==> config.mk <==
export PLATFORM = sky130hd
export DESIGN_NAME = interlocked_flap_servo_sequencer
export DESIGN_NICKNAME = d
export VERILOG_FILES = /design/src/hdl/ifss_pkg.sv /design/src/hdl/ifss_step.sv /design/src/hdl/interlocked_flap_servo_sequencer.sv
export SDC_FILE = /design/constraint.sdc
export NUM_CORES = 1
export LEC_CHECK = 0
export BUFFER_PORTS_ARGS = -buffer_cell sky130_fd_sc_hd__buf_2
export CORE_UTILIZATION = 65
export CTS_BUF_LIST = sky130_fd_sc_hd__clkbuf_8
export DETAILED_ROUTE_END_ITERATION = 10
export PLACE_DENSITY_LB_ADDON = 0.1
export SLEW_MARGIN = 20
export SYNTH_ARGS = -nofsm -noshare
export SYNTH_HDL_FRONTEND = slang
export SYNTH_SLANG_ARGS = --single-unit
==> constraint.sdc <==
create_clock -name clk -period 6.7 [get_ports clk]
set_clock_uncertainty 0.15 [all_clocks]
set_input_delay 1.34 -clock clk [delete_from_list [all_inputs] [get_ports clk]]
set_output_delay 1.34 -clock clk [all_outputs]
set_load 0.1 [all_outputs]
==> src/hdl/ifss_pkg.sv <==
// Package for the interlocked flap servo sequencer: phase codes, request and command
// codes, register indexes, reset values and the state and result types.
// Depends on nothing; used by ifss_step and interlocked_flap_servo_sequencer.
`timescale 1ns / 1ps
`default_nettype none

package ifss_pkg;

    localparam int CNT_W    = 18;
    localparam int CFG_W    = 16;
    localparam int CFG_NUM  = 8;
    localparam int ADDR_W   = 5;
    localparam int DATA_W   = 32;
    localparam int PAIR_NUM = 3;

    localparam int CLOSE_VERTICAL_MS_DEF       = 500;
    localparam int HOLD_VERTICAL_CLOSED_MS_DEF = 500;

    localparam logic [CFG_W-1:0] CFG_RESET = 16'd500;

    // Servo pair bit positions in the enable and position vectors.
    localparam int PAIR_SH = 0;
    localparam int PAIR_VE = 1;
    localparam int PAIR_HO = 2;

    typedef enum logic [2:0] {
        REG_OPEN_SHOULDER        = 3'd0,
        REG_HOLD_SHOULDER_OPEN   = 3'd1,
        REG_CLOSE_SHOULDER       = 3'd2,
        REG_HOLD_SHOULDER_CLOSED = 3'd3,
        REG_OPEN_VERTICAL        = 3'd4,
        REG_OPEN_HORIZONTAL      = 3'd5,
        REG_CLOSE_HORIZONTAL     = 3'd6,
        REG_HOLD_HORIZ_CLOSED    = 3'd7
    } reg_index_t;

    typedef enum logic [1:0] {
        REQ_TICK     = 2'd0,
        REQ_BACK     = 2'd1,
        REQ_SHOULDER = 2'd2
    } req_t;

    typedef enum logic [1:0] {
        CMD_CLOSE = 2'd0,
        CMD_OPEN  = 2'd1
    } cmd_t;

    typedef enum logic [2:0] {
        SH_CLOSED      = 3'd0,
        SH_OPENING     = 3'd1,
        SH_HOLD_OPEN   = 3'd2,
        SH_OPENED      = 3'd3,
        SH_CLOSING     = 3'd4,
        SH_HOLD_CLOSED = 3'd5
    } sh_phase_t;

    typedef enum logic [3:0] {
        BK_CLOSED            = 4'd0,
        BK_OPEN_VERT         = 4'd1,
        BK_HOLD_VERT_OPEN    = 4'd2,
        BK_OPEN_HORIZ        = 4'd3,
        BK_HOLD_HORIZ_OPEN   = 4'd4,
        BK_OPENED            = 4'd5,
        BK_CLOSE_HORIZ       = 4'd6,
        BK_HOLD_HORIZ_CLOSED = 4'd7,
        BK_CLOSE_VERT        = 4'd8,
        BK_HOLD_VERT_CLOSED  = 4'd9
    } bk_phase_t;

    typedef logic [CFG_NUM-1:0][CFG_W-1:0] cfg_array_t;

    typedef struct packed {
        sh_phase_t             sh_phase;
        logic [CNT_W-1:0]      sh_count;
        bk_phase_t             bk_phase;
        logic [CNT_W-1:0]      bk_count;
        logic [PAIR_NUM-1:0]   enables;
        logic [PAIR_NUM-1:0]   positions;
    } seq_state_t;

    typedef struct packed {
        logic [2:0]            shoulder_phase;
        logic [3:0]            back_phase;
        logic [PAIR_NUM-1:0]   enables;
        logic [PAIR_NUM-1:0]   positions;
    } result_t;

endpackage

`default_nettype wire

==> src/hdl/ifss_step.sv <==
// Next-state logic of both flap sequencers for one tick or command item.
// Depends on ifss_pkg; instantiated by interlocked_flap_servo_sequencer.
`timescale 1ns / 1ps
`default_nettype none

module ifss_step #(
    parameter int CLOSE_VERTICAL_MS       = ifss_pkg::CLOSE_VERTICAL_MS_DEF,
    parameter int HOLD_VERTICAL_CLOSED_MS = ifss_pkg::HOLD_VERTICAL_CLOSED_MS_DEF
) (
    input  wire ifss_pkg::seq_state_t cur,
    input  wire ifss_pkg::cfg_array_t cfg,
    input  wire logic [1:0]           req,
    input  wire logic [1:0]           cmd,
    output ifss_pkg::seq_state_t      nxt
);

    localparam logic [ifss_pkg::CNT_W-1:0] CV_DELAY =
        ifss_pkg::CNT_W'(CLOSE_VERTICAL_MS);
    localparam logic [ifss_pkg::CNT_W-1:0] HVC_DELAY =
        ifss_pkg::CNT_W'(HOLD_VERTICAL_CLOSED_MS);

    logic [ifss_pkg::CNT_W-1:0] sh_dec;
    logic [ifss_pkg::CNT_W-1:0] bk_dec;
    logic [ifss_pkg::CNT_W-1:0] close_sum;
    logic [ifss_pkg::CNT_W-1:0] open_sum;

    function automatic logic [ifss_pkg::CNT_W-1:0] dly(input logic [ifss_pkg::CFG_W-1:0] v);
        return ifss_pkg::CNT_W'(v);
    endfunction

    assign sh_dec    = (cur.sh_count != '0) ? cur.sh_count - 1'b1 : '0;
    assign bk_dec    = (cur.bk_count != '0) ? cur.bk_count - 1'b1 : '0;
    assign close_sum = dly(cfg[ifss_pkg::REG_CLOSE_HORIZONTAL])
                     + dly(cfg[ifss_pkg::REG_HOLD_HORIZ_CLOSED]) + CV_DELAY + HVC_DELAY;
    assign open_sum  = dly(cfg[ifss_pkg::REG_OPEN_SHOULDER])
                     + dly(cfg[ifss_pkg::REG_HOLD_SHOULDER_OPEN]);

    always_comb
    begin
        nxt = cur;
        unique case (req)
            ifss_pkg::REQ_TICK:
            begin
                nxt.sh_count = sh_dec;
                if (sh_dec == '0)
                begin
                    unique case (cur.sh_phase)
                        ifss_pkg::SH_CLOSED, ifss_pkg::SH_OPENED:
                        begin
                            nxt.enables[ifss_pkg::PAIR_SH] = 1'b0;
                        end
                        ifss_pkg::SH_OPENING:
                        begin
                            nxt.enables[ifss_pkg::PAIR_SH]   = 1'b1;
                            nxt.positions[ifss_pkg::PAIR_SH] = 1'b1;
                            nxt.sh_phase = ifss_pkg::SH_HOLD_OPEN;
                            nxt.sh_count = dly(cfg[ifss_pkg::REG_OPEN_SHOULDER]);
                        end
                        ifss_pkg::SH_HOLD_OPEN:
                        begin
                            nxt.enables[ifss_pkg::PAIR_SH]   = 1'b1;
                            nxt.positions[ifss_pkg::PAIR_SH] = 1'b1;
                            nxt.sh_phase = ifss_pkg::SH_OPENED;
                            nxt.sh_count = dly(cfg[ifss_pkg::REG_HOLD_SHOULDER_OPEN]);
                        end
                        ifss_pkg::SH_CLOSING:
                        begin
                            nxt.enables[ifss_pkg::PAIR_SH]   = 1'b1;
                            nxt.positions[ifss_pkg::PAIR_SH] = 1'b0;
                            nxt.sh_phase = ifss_pkg::SH_HOLD_CLOSED;
                            nxt.sh_count = dly(cfg[ifss_pkg::REG_CLOSE_SHOULDER]);
                        end
                        ifss_pkg::SH_HOLD_CLOSED:
                        begin
                            nxt.enables[ifss_pkg::PAIR_SH]   = 1'b1;
                            nxt.positions[ifss_pkg::PAIR_SH] = 1'b0;
                            nxt.sh_phase = ifss_pkg::SH_CLOSED;
                            nxt.sh_count = dly(cfg[ifss_pkg::REG_HOLD_SHOULDER_CLOSED]);
                        end
                        default:
                        begin
                        end
                    endcase
                end
                nxt.bk_count = bk_dec;
                if (bk_dec == '0)
                begin
                    unique case (cur.bk_phase)
                        ifss_pkg::BK_CLOSED, ifss_pkg::BK_OPENED:
                        begin
                            nxt.enables[ifss_pkg::PAIR_VE] = 1'b0;
                            nxt.enables[ifss_pkg::PAIR_HO] = 1'b0;
                        end
                        ifss_pkg::BK_OPEN_VERT:
                        begin
                            nxt.enables[ifss_pkg::PAIR_VE]   = 1'b1;
                            nxt.positions[ifss_pkg::PAIR_VE] = 1'b1;
                            nxt.bk_phase = ifss_pkg::BK_HOLD_VERT_OPEN;
                            nxt.bk_count = dly(cfg[ifss_pkg::REG_OPEN_VERTICAL]);
                        end
                        ifss_pkg::BK_HOLD_VERT_OPEN:
                        begin
                            nxt.enables[ifss_pkg::PAIR_VE]   = 1'b1;
                            nxt.positions[ifss_pkg::PAIR_VE] = 1'b1;
                            nxt.bk_phase = ifss_pkg::BK_OPEN_HORIZ;
                            nxt.bk_count = dly(cfg[ifss_pkg::REG_HOLD_SHOULDER_OPEN]);
                        end
                        ifss_pkg::BK_OPEN_HORIZ:
                        begin
                            nxt.enables[ifss_pkg::PAIR_HO]   = 1'b1;
                            nxt.positions[ifss_pkg::PAIR_HO] = 1'b1;
                            nxt.bk_phase = ifss_pkg::BK_HOLD_HORIZ_OPEN;
                            nxt.bk_count = dly(cfg[ifss_pkg::REG_OPEN_HORIZONTAL]);
                        end
                        ifss_pkg::BK_HOLD_HORIZ_OPEN:
                        begin
                            nxt.enables[ifss_pkg::PAIR_HO]   = 1'b1;
                            nxt.positions[ifss_pkg::PAIR_HO] = 1'b1;
                            nxt.bk_phase = ifss_pkg::BK_OPENED;
                            nxt.bk_count = dly(cfg[ifss_pkg::REG_OPEN_HORIZONTAL]);
                        end
                        ifss_pkg::BK_CLOSE_HORIZ:
                        begin
                            nxt.enables[ifss_pkg::PAIR_HO]   = 1'b1;
                            nxt.positions[ifss_pkg::PAIR_HO] = 1'b0;
                            nxt.bk_phase = ifss_pkg::BK_HOLD_HORIZ_CLOSED;
                            nxt.bk_count = dly(cfg[ifss_pkg::REG_CLOSE_HORIZONTAL]);
                        end
                        ifss_pkg::BK_HOLD_HORIZ_CLOSED:
                        begin
                            nxt.enables[ifss_pkg::PAIR_HO]   = 1'b1;
                            nxt.positions[ifss_pkg::PAIR_HO] = 1'b0;
                            nxt.bk_phase = ifss_pkg::BK_CLOSE_VERT;
                            nxt.bk_count = dly(cfg[ifss_pkg::REG_HOLD_HORIZ_CLOSED]);
                        end
                        ifss_pkg::BK_CLOSE_VERT:
                        begin
                            nxt.enables[ifss_pkg::PAIR_VE]   = 1'b1;
                            nxt.positions[ifss_pkg::PAIR_VE] = 1'b0;
                            nxt.bk_phase = ifss_pkg::BK_HOLD_VERT_CLOSED;
                            nxt.bk_count = CV_DELAY;
                        end
                        ifss_pkg::BK_HOLD_VERT_CLOSED:
                        begin
                            nxt.enables[ifss_pkg::PAIR_VE]   = 1'b1;
                            nxt.positions[ifss_pkg::PAIR_VE] = 1'b0;
                            nxt.bk_phase = ifss_pkg::BK_CLOSED;
                            nxt.bk_count = dly(cfg[ifss_pkg::REG_HOLD_SHOULDER_CLOSED]);
                        end
                        default:
                        begin
                        end
                    endcase
                end
            end
            ifss_pkg::REQ_BACK:
            begin
                if (cmd == ifss_pkg::CMD_CLOSE)
                begin
                    nxt.bk_phase = ifss_pkg::BK_CLOSE_HORIZ;
                    nxt.bk_count = '0;
                    nxt.sh_phase = ifss_pkg::SH_CLOSING;
                    nxt.sh_count = close_sum;
                end
                else if (cmd == ifss_pkg::CMD_OPEN)
                begin
                    nxt.sh_phase = ifss_pkg::SH_OPENING;
                    nxt.sh_count = '0;
                    nxt.bk_phase = ifss_pkg::BK_OPEN_VERT;
                    nxt.bk_count = open_sum;
                end
            end
            ifss_pkg::REQ_SHOULDER:
            begin
                if (cmd == ifss_pkg::CMD_CLOSE)
                begin
                    nxt.sh_phase = ifss_pkg::SH_CLOSING;
                    if (cur.bk_phase == ifss_pkg::BK_CLOSED ||
                        cur.bk_phase == ifss_pkg::BK_HOLD_VERT_CLOSED)
                    begin
                        nxt.sh_count = '0;
                    end
                    else
                    begin
                        nxt.bk_phase = ifss_pkg::BK_CLOSE_HORIZ;
                        nxt.bk_count = '0;
                        nxt.sh_count = close_sum;
                    end
                end
                else if (cmd == ifss_pkg::CMD_OPEN)
                begin
                    nxt.sh_phase = ifss_pkg::SH_OPENING;
                    nxt.sh_count = '0;
                end
            end
            default:
            begin
            end
        endcase
    end

endmodule

`default_nettype wire

==> src/hdl/interlocked_flap_servo_sequencer.sv <==
// Top level of the interlocked flap servo sequencer: configuration registers,
// sequencer state, result register with skid stage, and the APB-style port.
// Depends on ifss_pkg and ifss_step.
`timescale 1ns / 1ps
`default_nettype none

// Each item (a one millisecond tick or a flap command) is applied to the sequencer
// state in the cycle it is accepted; its result goes to the output register, or to the
// skid stage while a result is stalled, so the block takes one item per clock while
// in_stall is low. The skid stage behind the output register holds one more item;
// in_stall rises only when both are full. Delay registers should be written while no
// item is in flight; reads return the stored 16-bit value in the low half of prdata.
module interlocked_flap_servo_sequencer #(
    parameter int CLOSE_VERTICAL_MS       = ifss_pkg::CLOSE_VERTICAL_MS_DEF,
    parameter int HOLD_VERTICAL_CLOSED_MS = ifss_pkg::HOLD_VERTICAL_CLOSED_MS_DEF
) (
    input  wire logic                        clk,
    input  wire logic                        rst_n,
    input  wire logic                        in_valid,
    output logic                             in_stall,
    input  wire logic [1:0]                  req_type,
    input  wire logic [1:0]                  command,
    output logic                             out_valid,
    input  wire logic                        out_stall,
    output logic [2:0]                       shoulder_phase,
    output logic [3:0]                       back_phase,
    output logic                             shoulder_driven,
    output logic                             shoulder_at_open,
    output logic                             vertical_driven,
    output logic                             vertical_at_open,
    output logic                             horizontal_driven,
    output logic                             horizontal_at_open,
    input  wire logic                        psel,
    input  wire logic                        penable,
    input  wire logic                        pwrite,
    input  wire logic [ifss_pkg::ADDR_W-1:0] paddr,
    input  wire logic [ifss_pkg::DATA_W-1:0] pwdata,
    output logic [ifss_pkg::DATA_W-1:0]      prdata,
    output logic                             pready
);

    localparam logic [ifss_pkg::CNT_W-1:0] RESET_CLOSE_SUM =
        ifss_pkg::CNT_W'(2 * int'(ifss_pkg::CFG_RESET) + CLOSE_VERTICAL_MS
                         + HOLD_VERTICAL_CLOSED_MS);

    ifss_pkg::cfg_array_t cfg_reg;
    ifss_pkg::seq_state_t state_reg;
    ifss_pkg::seq_state_t state_next;
    ifss_pkg::result_t    res_next;
    ifss_pkg::result_t    out_reg;
    ifss_pkg::result_t    skid_reg;
    logic                 out_valid_reg;
    logic                 skid_valid_reg;
    logic                 in_fire;
    logic                 slot_free;
    logic                 cfg_write;
    logic [2:0]           cfg_idx;

    assign pready    = 1'b1;
    assign cfg_write = psel & penable & pwrite & pready;
    assign cfg_idx   = paddr[4:2];
    assign prdata    = ifss_pkg::DATA_W'(cfg_reg[cfg_idx]);

    always_ff @(posedge clk or negedge rst_n)
    begin
        if (!rst_n)
        begin
            cfg_reg <= {ifss_pkg::CFG_NUM{ifss_pkg::CFG_RESET}};
        end
        else if (cfg_write)
        begin
            cfg_reg[cfg_idx] <= pwdata[ifss_pkg::CFG_W-1:0];
        end
    end

    ifss_step #(
        .CLOSE_VERTICAL_MS       (CLOSE_VERTICAL_MS),
        .HOLD_VERTICAL_CLOSED_MS (HOLD_VERTICAL_CLOSED_MS)
    ) u_step (
        .cur (state_reg),
        .cfg (cfg_reg),
        .req (req_type),
        .cmd (command),
        .nxt (state_next)
    );

    assign res_next.shoulder_phase = state_next.sh_phase;
    assign res_next.back_phase     = state_next.bk_phase;
    assign res_next.enables        = state_next.enables;
    assign res_next.positions      = state_next.positions;

    assign in_stall  = skid_valid_reg;
    assign in_fire   = in_valid & ~skid_valid_reg;
    assign slot_free = ~out_valid_reg | ~out_stall;

    always_ff @(posedge clk or negedge rst_n)
    begin
        if (!rst_n)
        begin
            state_reg.sh_phase  <= ifss_pkg::SH_CLOSING;
            state_reg.sh_count  <= RESET_CLOSE_SUM;
            state_reg.bk_phase  <= ifss_pkg::BK_CLOSE_HORIZ;
            state_reg.bk_count  <= '0;
            state_reg.enables   <= '1;
            state_reg.positions <= '0;
        end
        else if (in_fire)
        begin
            state_reg <= state_next;
        end
    end

    always_ff @(posedge clk or negedge rst_n)
    begin
        if (!rst_n)
        begin
            out_valid_reg  <= 1'b0;
            skid_valid_reg <= 1'b0;
        end
        else if (slot_free)
        begin
            if (skid_valid_reg)
            begin
                out_valid_reg  <= 1'b1;
                skid_valid_reg <= 1'b0;
            end
            else
            begin
                out_valid_reg <= in_fire;
            end
        end
        else if (in_fire)
        begin
            skid_valid_reg <= 1'b1;
        end
    end

    always_ff @(posedge clk)
    begin
        if (slot_free)
        begin
            if (skid_valid_reg)
            begin
                out_reg <= skid_reg;
            end
            else if (in_fire)
            begin
                out_reg <= res_next;
            end
        end
        else if (in_fire)
        begin
            skid_reg <= res_next;
        end
    end

    assign out_valid          = out_valid_reg;
    assign shoulder_phase     = out_reg.shoulder_phase;
    assign back_phase         = out_reg.back_phase;
    assign shoulder_driven    = out_reg.enables[ifss_pkg::PAIR_SH];
    assign shoulder_at_open   = out_reg.positions[ifss_pkg::PAIR_SH];
    assign vertical_driven    = out_reg.enables[ifss_pkg::PAIR_VE];
    assign vertical_at_open   = out_reg.positions[ifss_pkg::PAIR_VE];
    assign horizontal_driven  = out_reg.enables[ifss_pkg::PAIR_HO];
    assign horizontal_at_open = out_reg.positions[ifss_pkg::PAIR_HO];

    a_skid_implies_out: assert property (@(posedge clk) disable iff (!rst_n)
        skid_valid_reg |-> out_valid_reg)
        else $error("Skid stage holds an item while the output register is empty.");

    a_accept_gives_result: assert property (@(posedge clk) disable iff (!rst_n)
        in_fire |=> out_valid_reg)
        else $error("Accepted item did not produce a pending result.");

    a_direct_result: assert property (@(posedge clk) disable iff (!rst_n)
        (in_fire && !out_valid_reg) |=> (out_reg == $past(res_next)))
        else $error("Result register does not hold the state after the item.");

    a_state_only_on_accept: assert property (@(posedge clk) disable iff (!rst_n)
        !in_fire |=> $stable(state_reg))
        else $error("Sequencer state changed without an accepted item.");

endmodule

`default_nettype wire

==> results by group, run 1 <==
Power and ir drop
  • Leak: 6.115 nW
  • Pwr Density: 371.5 nW/µm²
  • Highest ir drop seen on vdd: 0.2548 mV

Placement
  • Dpl hpwl: 29310 µm
  • GP Congestion: 0.9952
  • Port buffer count: 60

Floorplanning
  • Starting density of the core: 66.35%
  • Die height: 145.9 µm
  • Die extent in x: 145.9 µm
  • Io pins: 96
  • Die area: 21300 µm²
  • Core region area: 20300 µm²
  • Std-Cell Rows: 52

Synth
  • Synthesized cell area: 13470 µm²
  • FF+latch count, synth: 205
  • XOR/XNOR Fraction of Synth Area: 3.577%
  • Synth area leader: dfrtp_1
  • Most used DFF post-synth: dfrtp_1
  • Post-synthesis area per instance: 9.484 µm²
  • Area share of the largest cell type after synthesis: 22.11%
  • Post-synthesis adder-cell area fraction: 3.735%
  • EDFF count, synth: 26
  • Post-synthesis cell type count: 78
  • Async SR Flop Fraction: 87.32%
  • Synth warnings: 0
  • Synth Area in Compound Gates: 20.63%
  • Largest family of logic cells by synthesized area: compound AO/OA/AOI/OAI gates
  • Synth Area in Simple Gates: 14.36%
  • Mapped Cells: 1420
  • Synth top area cells: dfrtp_1 (22%), dfstp_2 (12%), mux2_2 (11%)
  • Multiplexer share of the synthesized area: 13.42%
  • Sequential fraction of the synthesis area: 39.61%

Finish
  • Storage element area: 5335 µm²
  • Layout cells sized above 1: 24.46%
  • Synth-to-layout area growth: 9.560%
  • Max reg flops: 128
  • Fillers: 1556
  • Nets@finish: 1548
  • Multi-input logic area: 7647 µm²

STA
  • RSZ-0062 raised after global routing: false
  • Relative slew slack: 23.49%
  • Setup TNS: 0 ns
  • Hold_ws: 0.3246 ns
  • Final setup viols: 0
  • Period minus WS final: 4.907 ns
  • Fin. Hold Viols: 0
  • Slew Viols, Final: 0
  • Worst-Margin Slew: 1.146 ns
  • Period utilization: 73.24%
  • Achievable frequency: 203.8 MHz

Clocking
  • CTS tree: done
  • CTS Root Cell: clkbuf_8
  • Clock sink count: 205
  • Num CTS Buffers: 37
  • Post-CTS Resized: 0
  • CTS Hold Bufs: 0
  • Clock tree buffer depth: 3
  • Post-CTS Setup Repair Bufs: 0
  • H-tree levels: 2
  • Clk Latency, worst-skew pair: 0.55 ns
  • Worst-path clk slew: 0.06 ns

Global routing
  • Vias in the first global route: 11843
  • Overall Global Routing Usage: 41.50%
  • Initial antenna violation count: 2
  • Global route overflow: 0
  • Largest net degree at the start of global routing: 80
  • Global-route wire length before repair: 67680 µm

Worst setup path
  • CP endpoint kind: output pin
  • Critical path type: in -> out
  • CP delay by family, top: simple AND/OR/NAND/NOR gates
  • Crit-path max cell delay: 0.97 ns
  • CP Data Arrival Time: 3.42 ns
  • Crit path max fanout: 17
  • Crit path buffers/inverters: 2
  • WP data required: 5.21 ns
  • Slowest CP cell: nor3b_4
  • Worst path cell trace: buf_2 > nor3b_4 > a22oi_1 > nand4_1 > buf_2
  • Worst setup SP type: primary input
  • Worst path most repeated cell: buf_2

Drt
  • Avg WL per Cell: 24.81 µm
  • DR pass1 iterations: 7
  • Vias: 12382
  • DR DRC count: 0
  • DRT Wirelength: 43670 µm
  • Initial DRC count: 1362
  • Post-DRT Antenna Nets: 0
  • Vias per Instance: 7.035

Run status
  • Outcome: finished clean

Job
  • Max-cap violations: 0

Hold path
  • Hold Path Class: reg -> reg
per-layer routing:
layer	wire, µm	vias to the layer above	track usage, %
met5	0	-	0
met4	2696	0	23.53
met3	5299	192	10.31
met2	18950	875	63.16
met1	16730	5937	54.23
li1	-	5378	-
through the flow:
stage,util (%),setup WS (ns),instance area [µm²],total power [W],cells
2_1_floorplan,-,1.823,13520,0.003541,1435
3_3_place_gp,68.87,1.897,13980,0.004102,1692
3_5_place_dp,68.87,1.863,13980,0.004153,1692
4_1_cts,72.63,1.849,14740,0.005403,1758
5_1_grt,72.68,1.779,14750,0.005725,1759
6_report,72.69,1.793,14760,0.005481,1760
layout make-up:
class / count / share of cell area, %
Antenna cell: 2 / 0.03392
Multi-Input combinational cell: 1088 / 51.83
Timing Repair Buffer: 87 / 3.451
Sequential cell: 205 / 36.16
Tap cell: 270 / 2.289
Clock inverter: 24 / 1.255
Inverter: 42 / 1.068
Clock buffer: 42 / 3.918
kinds of logic (layout without fill, tap and decap cells):
logic type	count (synthesis)	after routing
xor+xnor	55	55
mux	164	164
flops	205	205
other cells	2	19
fa+ha+maj	39	39
simple gates	393	393
buf+inv	142	195
compound gates	420	420
where the power goes:
part           switching [W]  internal [W]
sequential          0.000338       0.00158
clock               0.000555      0.000692
combinational        0.00150      0.000821
worst register-to-register path: cells and delay by family, from the launching register on:
family             cells  cell delay (ns)
and+or+nand+nor        6             2.24
AOI/OAI and AO/OA      2             0.68
DFF                    1             0.43
muxes                  1             0.30
worst paths after layout:
check / slack, ns / from / cells after the start / endpoint
max: 1.79 / paddr[4] / 5 / prdata[13]
min reg2reg: 0.32 / state_reg[5] / 2 / state_reg[5]
min: 0.32 / state_reg[5] / 2 / state_reg[5]
max in group asynchronous: 4.28 / rst_n / 2 / cfg_reg[89]
max reg2reg: 2.64 / state_reg[39] / 9 / shoulder_driven
min in group asynchronous: 0.68 / rst_n / 1 / state_reg[31]
cell usage after synthesis (all sizes together) (7+ instances only):
master and count:
o211ai 11, or4 9, nor2b 12, clkbuf 72, nand3 20, o22ai 19, o21ai 76, mux2 130
nand2 111, or3 13, dfstp 60, o221ai 7, dfrtp 119, ha 37, o2111ai 10, xor2 17
a21oi 106, nor2 105, a31oi 8, nand4 26, nor3 37, nor4 12, edfxtp 26, mux2i 34
buf 28, a211oi 9, o21a 8, xnor2 38, nand2b 9, a22oi 101, or2 7, a221oi 7
inv 42
placed cells by master (no fill, tap or decap), drive strengths merged, types with 7 or more instances in the layout:
cell type  synthesis  layout
o211ai            11      11
o21ai             76      76
dfrtp            119     119
mux2i             34      34
xnor2             38      38
buf               28      87
dfstp             60      60
clkbuf            72      42
edfxtp            26      26
nor4              12      12
o221ai             7       7
nor2b             12      12
conb               2      17
or3               13      13
a211oi             9       9
nand2            111     111
a22oi            101     101
or2                7       7
a31oi              8       8
nand3             20      20
o21a               8       8
nand2b             9       9
o2111ai           10      10
mux2             130     130
xor2              17      17
nor3              37      37
o22ai             19      19
nor2             105     105
a21oi            106     106
nand4             26      26
a221oi             7       7
or4                9       9
ha                37      37
inv               42      56
No activity file was read; power rests on OpenSTA's default activity.
==> inputs of run 2 (changes only) <==
- CORE_UTILIZATION: 65 -> 57
- clock period: 6.7 -> 4.2 ns (I/O delays scaled with it)
==> run 2 against run 1 <==
  * Wire length grew 0.58%
  * Flip-flop and latch count is the same
  * Non-clock buffer count grew 19
  * Final area grew 1.1%
  * Clock power grew 50%
  * Via count shrank 1.2%
  * First-iteration DRC count grew 4.8%
  * Hold slack lost 0.11 ns
  * Worst setup slack lost 1.5 ns
  * Core utilization shrank 7.6 points
  * Clock-buffer cell count grew 5
  * Critical path depth grew 4
  * Critical endpoint is now horizontal_driven
  * Largest power group unchanged
==> results by group, run 2 (synthesis gave the netlist of run 1 again) <==
Power and ir drop
  • Leak: 6.197 nW
  • Highest ir drop seen on vdd: 0.4222 mV
  • P_sw: 0.003765 W
  • Pwr Density: 579.2 nW/µm²
  • Combinational group share of total power: 43.3%
  • Internal power: 0.004879 W
  • Switching Fraction: 43.56%
  • Clk pwr share: 21.6%
  • Flop pwr share: 35.1%

Worst setup path
  • CP endpoint kind: flop
  • CP Data Arrival Time: 4.06 ns
  • WP data required: 4.33 ns
  • Worst R2R Start: state_reg[10]
  • Critical path type: reg -> reg
  • R2r worst-path depth: 9
  • Worst reg-to-reg setup slack: 0.27 ns
  • Worst setup SP type: flop
  • Crit path max fanout: 8
  • Reg-to-Reg End: horizontal_driven

Finish
  • Synth-to-layout area growth: 10.81%
  • Most frequent cells in the layout: mux2_2 (129), dfrtp_1 (119), nand2_1 (111), a21oi_1 (105), nor2_1 (104)
  • Layout cells sized above 1: 25.13%
  • Fin area: 14920 µm²
  • Max reg flops: 128
  • Commonest non-fill, non-tap cell in the layout: mux2_2
  • Final Util: 65.13%
  • Nets@finish: 1567

Clocking
  • CTS Root Cell: clkbuf_8
  • CTS tree: done
  • Worst-path clk slew: 0.06 ns
  • H-tree levels: 2
  • Clk Latency, worst-skew pair: 0.55 ns
  • Post-CTS Setup Repair Bufs: 0
  • Clock tree buffer depth: 3
  • Post-CTS Resized: 0
  • Clock sink count: 205
  • Num CTS Buffers: 37
  • CTS Hold Bufs: 0

Floorplanning
  • Die area: 24250 µm²
  • Die extent in x: 155.7 µm
  • Std-Cell Rows: 55
  • Io pins: 96
  • Core region area: 22920 µm²
  • Starting density of the core: 58.77%
  • Die height: 155.7 µm

Job
  • Max-cap violations: 0

Global routing
  • Global-route wire length before repair: 67500 µm
  • Largest net degree at the start of global routing: 88
  • Vias in the first global route: 11682
  • Overall Global Routing Usage: 36.85%
  • Initial antenna violation count: 1
  • Global route overflow: 0

STA
  • Slew Viols, Final: 0
  • Worst-Margin Slew: 1.059 ns
  • Period utilization: 93.62%
  • Setup TNS: 0 ns
  • Period minus WS final: 3.932 ns
  • RSZ-0062 raised after global routing: false
  • Final setup viols: 0
  • Relative slew slack: 29.14%
  • Fin. Hold Viols: 0
  • Achievable frequency: 254.3 MHz
  • Hold_ws: 0.2107 ns
  • Worst Slack Setup Final: 0.2680 ns

Drt
  • Initial DRC count: 1428
  • Vias per Instance: 6.712
  • Post-DRT Antenna Nets: 0
  • DR pass1 iterations: 6
  • DR DRC count: 0
  • Vias: 12230
  • DRT Wirelength: 43920 µm
  • Avg WL per Cell: 24.11 µm

Placement
  • Pre-CTS setup slack: 0.3541 ns
  • Dpl hpwl: 30170 µm
  • Placed cell area: 14180 µm²
  • Port buffer count: 60
  • GP Congestion: 0.9207

Run status
  • Outcome: finished clean

Hold path
  • Hold Path Class: in -> async
-- run 2: per-stage QoR --
stage          power [W]  instances
3_5_place_dp    0.006683       1754
4_1_cts         0.008566       1821
2_1_floorplan   0.005648       1435
3_3_place_gp    0.006618       1754
6_report        0.008644       1822
5_1_grt         0.009060       1821
-- run 2: worst max path at each step --
stage,start,end,slack [ns]
after floorplan,paddr[2],prdata[14],0.32
after global placement,state_reg[10],horizontal_driven,0.40
after detailed placement,state_reg[10],horizontal_driven,0.35
after CTS,state_reg[10],horizontal_driven,0.30
after global routing,state_reg[39],shoulder_driven,0.01
final,state_reg[10],horizontal_driven,0.27
-- run 2: cell type report --
type | instances | area, µm²
Sequential cell | 205 | 5335
Clock buffer | 47 | 646.9
Fill cell | 1909 | 7991
Clock inverter | 20 | 86.33
Timing Repair Buffer | 106 | 676.9
Multi-Input combinational cell | 1088 | 7627
Inverter | 42 | 157.7
Antenna cell | 1 | 2.502
Tap cell | 313 | 391.6
-- run 2: power by group through the flow --
stage	Sequential (W)	Clock [W]	Combinational (W)
global route	0.00309	0.00197	0.00400
floorplan	0.00297	0	0.00268
CTS	0.00302	0.00189	0.00366
finish	0.00304	0.00187	0.00374
global placement	0.00303	0	0.00359
detailed placement	0.00304	0	0.00364
-- run 2: critical path, stage by stage (launching register included) --
cell and delay (ns):
dfrtp_1 0.47, or4_4 0.64, or4_4 0.54, nor3_1 0.19
xnor2_1 0.19, a41oi_2 0.23, or4_1 0.60, mux2i_1 0.19
o211ai_1 0.16, mux2_4 0.28
-- run 2: metal layers --
metal | share of wire (%) | vias up | track usage [%]
met1 | 40 | 5893 | 49.26
met4 | 5.8 | 0 | 19.98
li1 | - | 5421 | -
met3 | 11 | 169 | 7.861
met5 | 0 | - | 0
met2 | 44 | 747 | 55.99
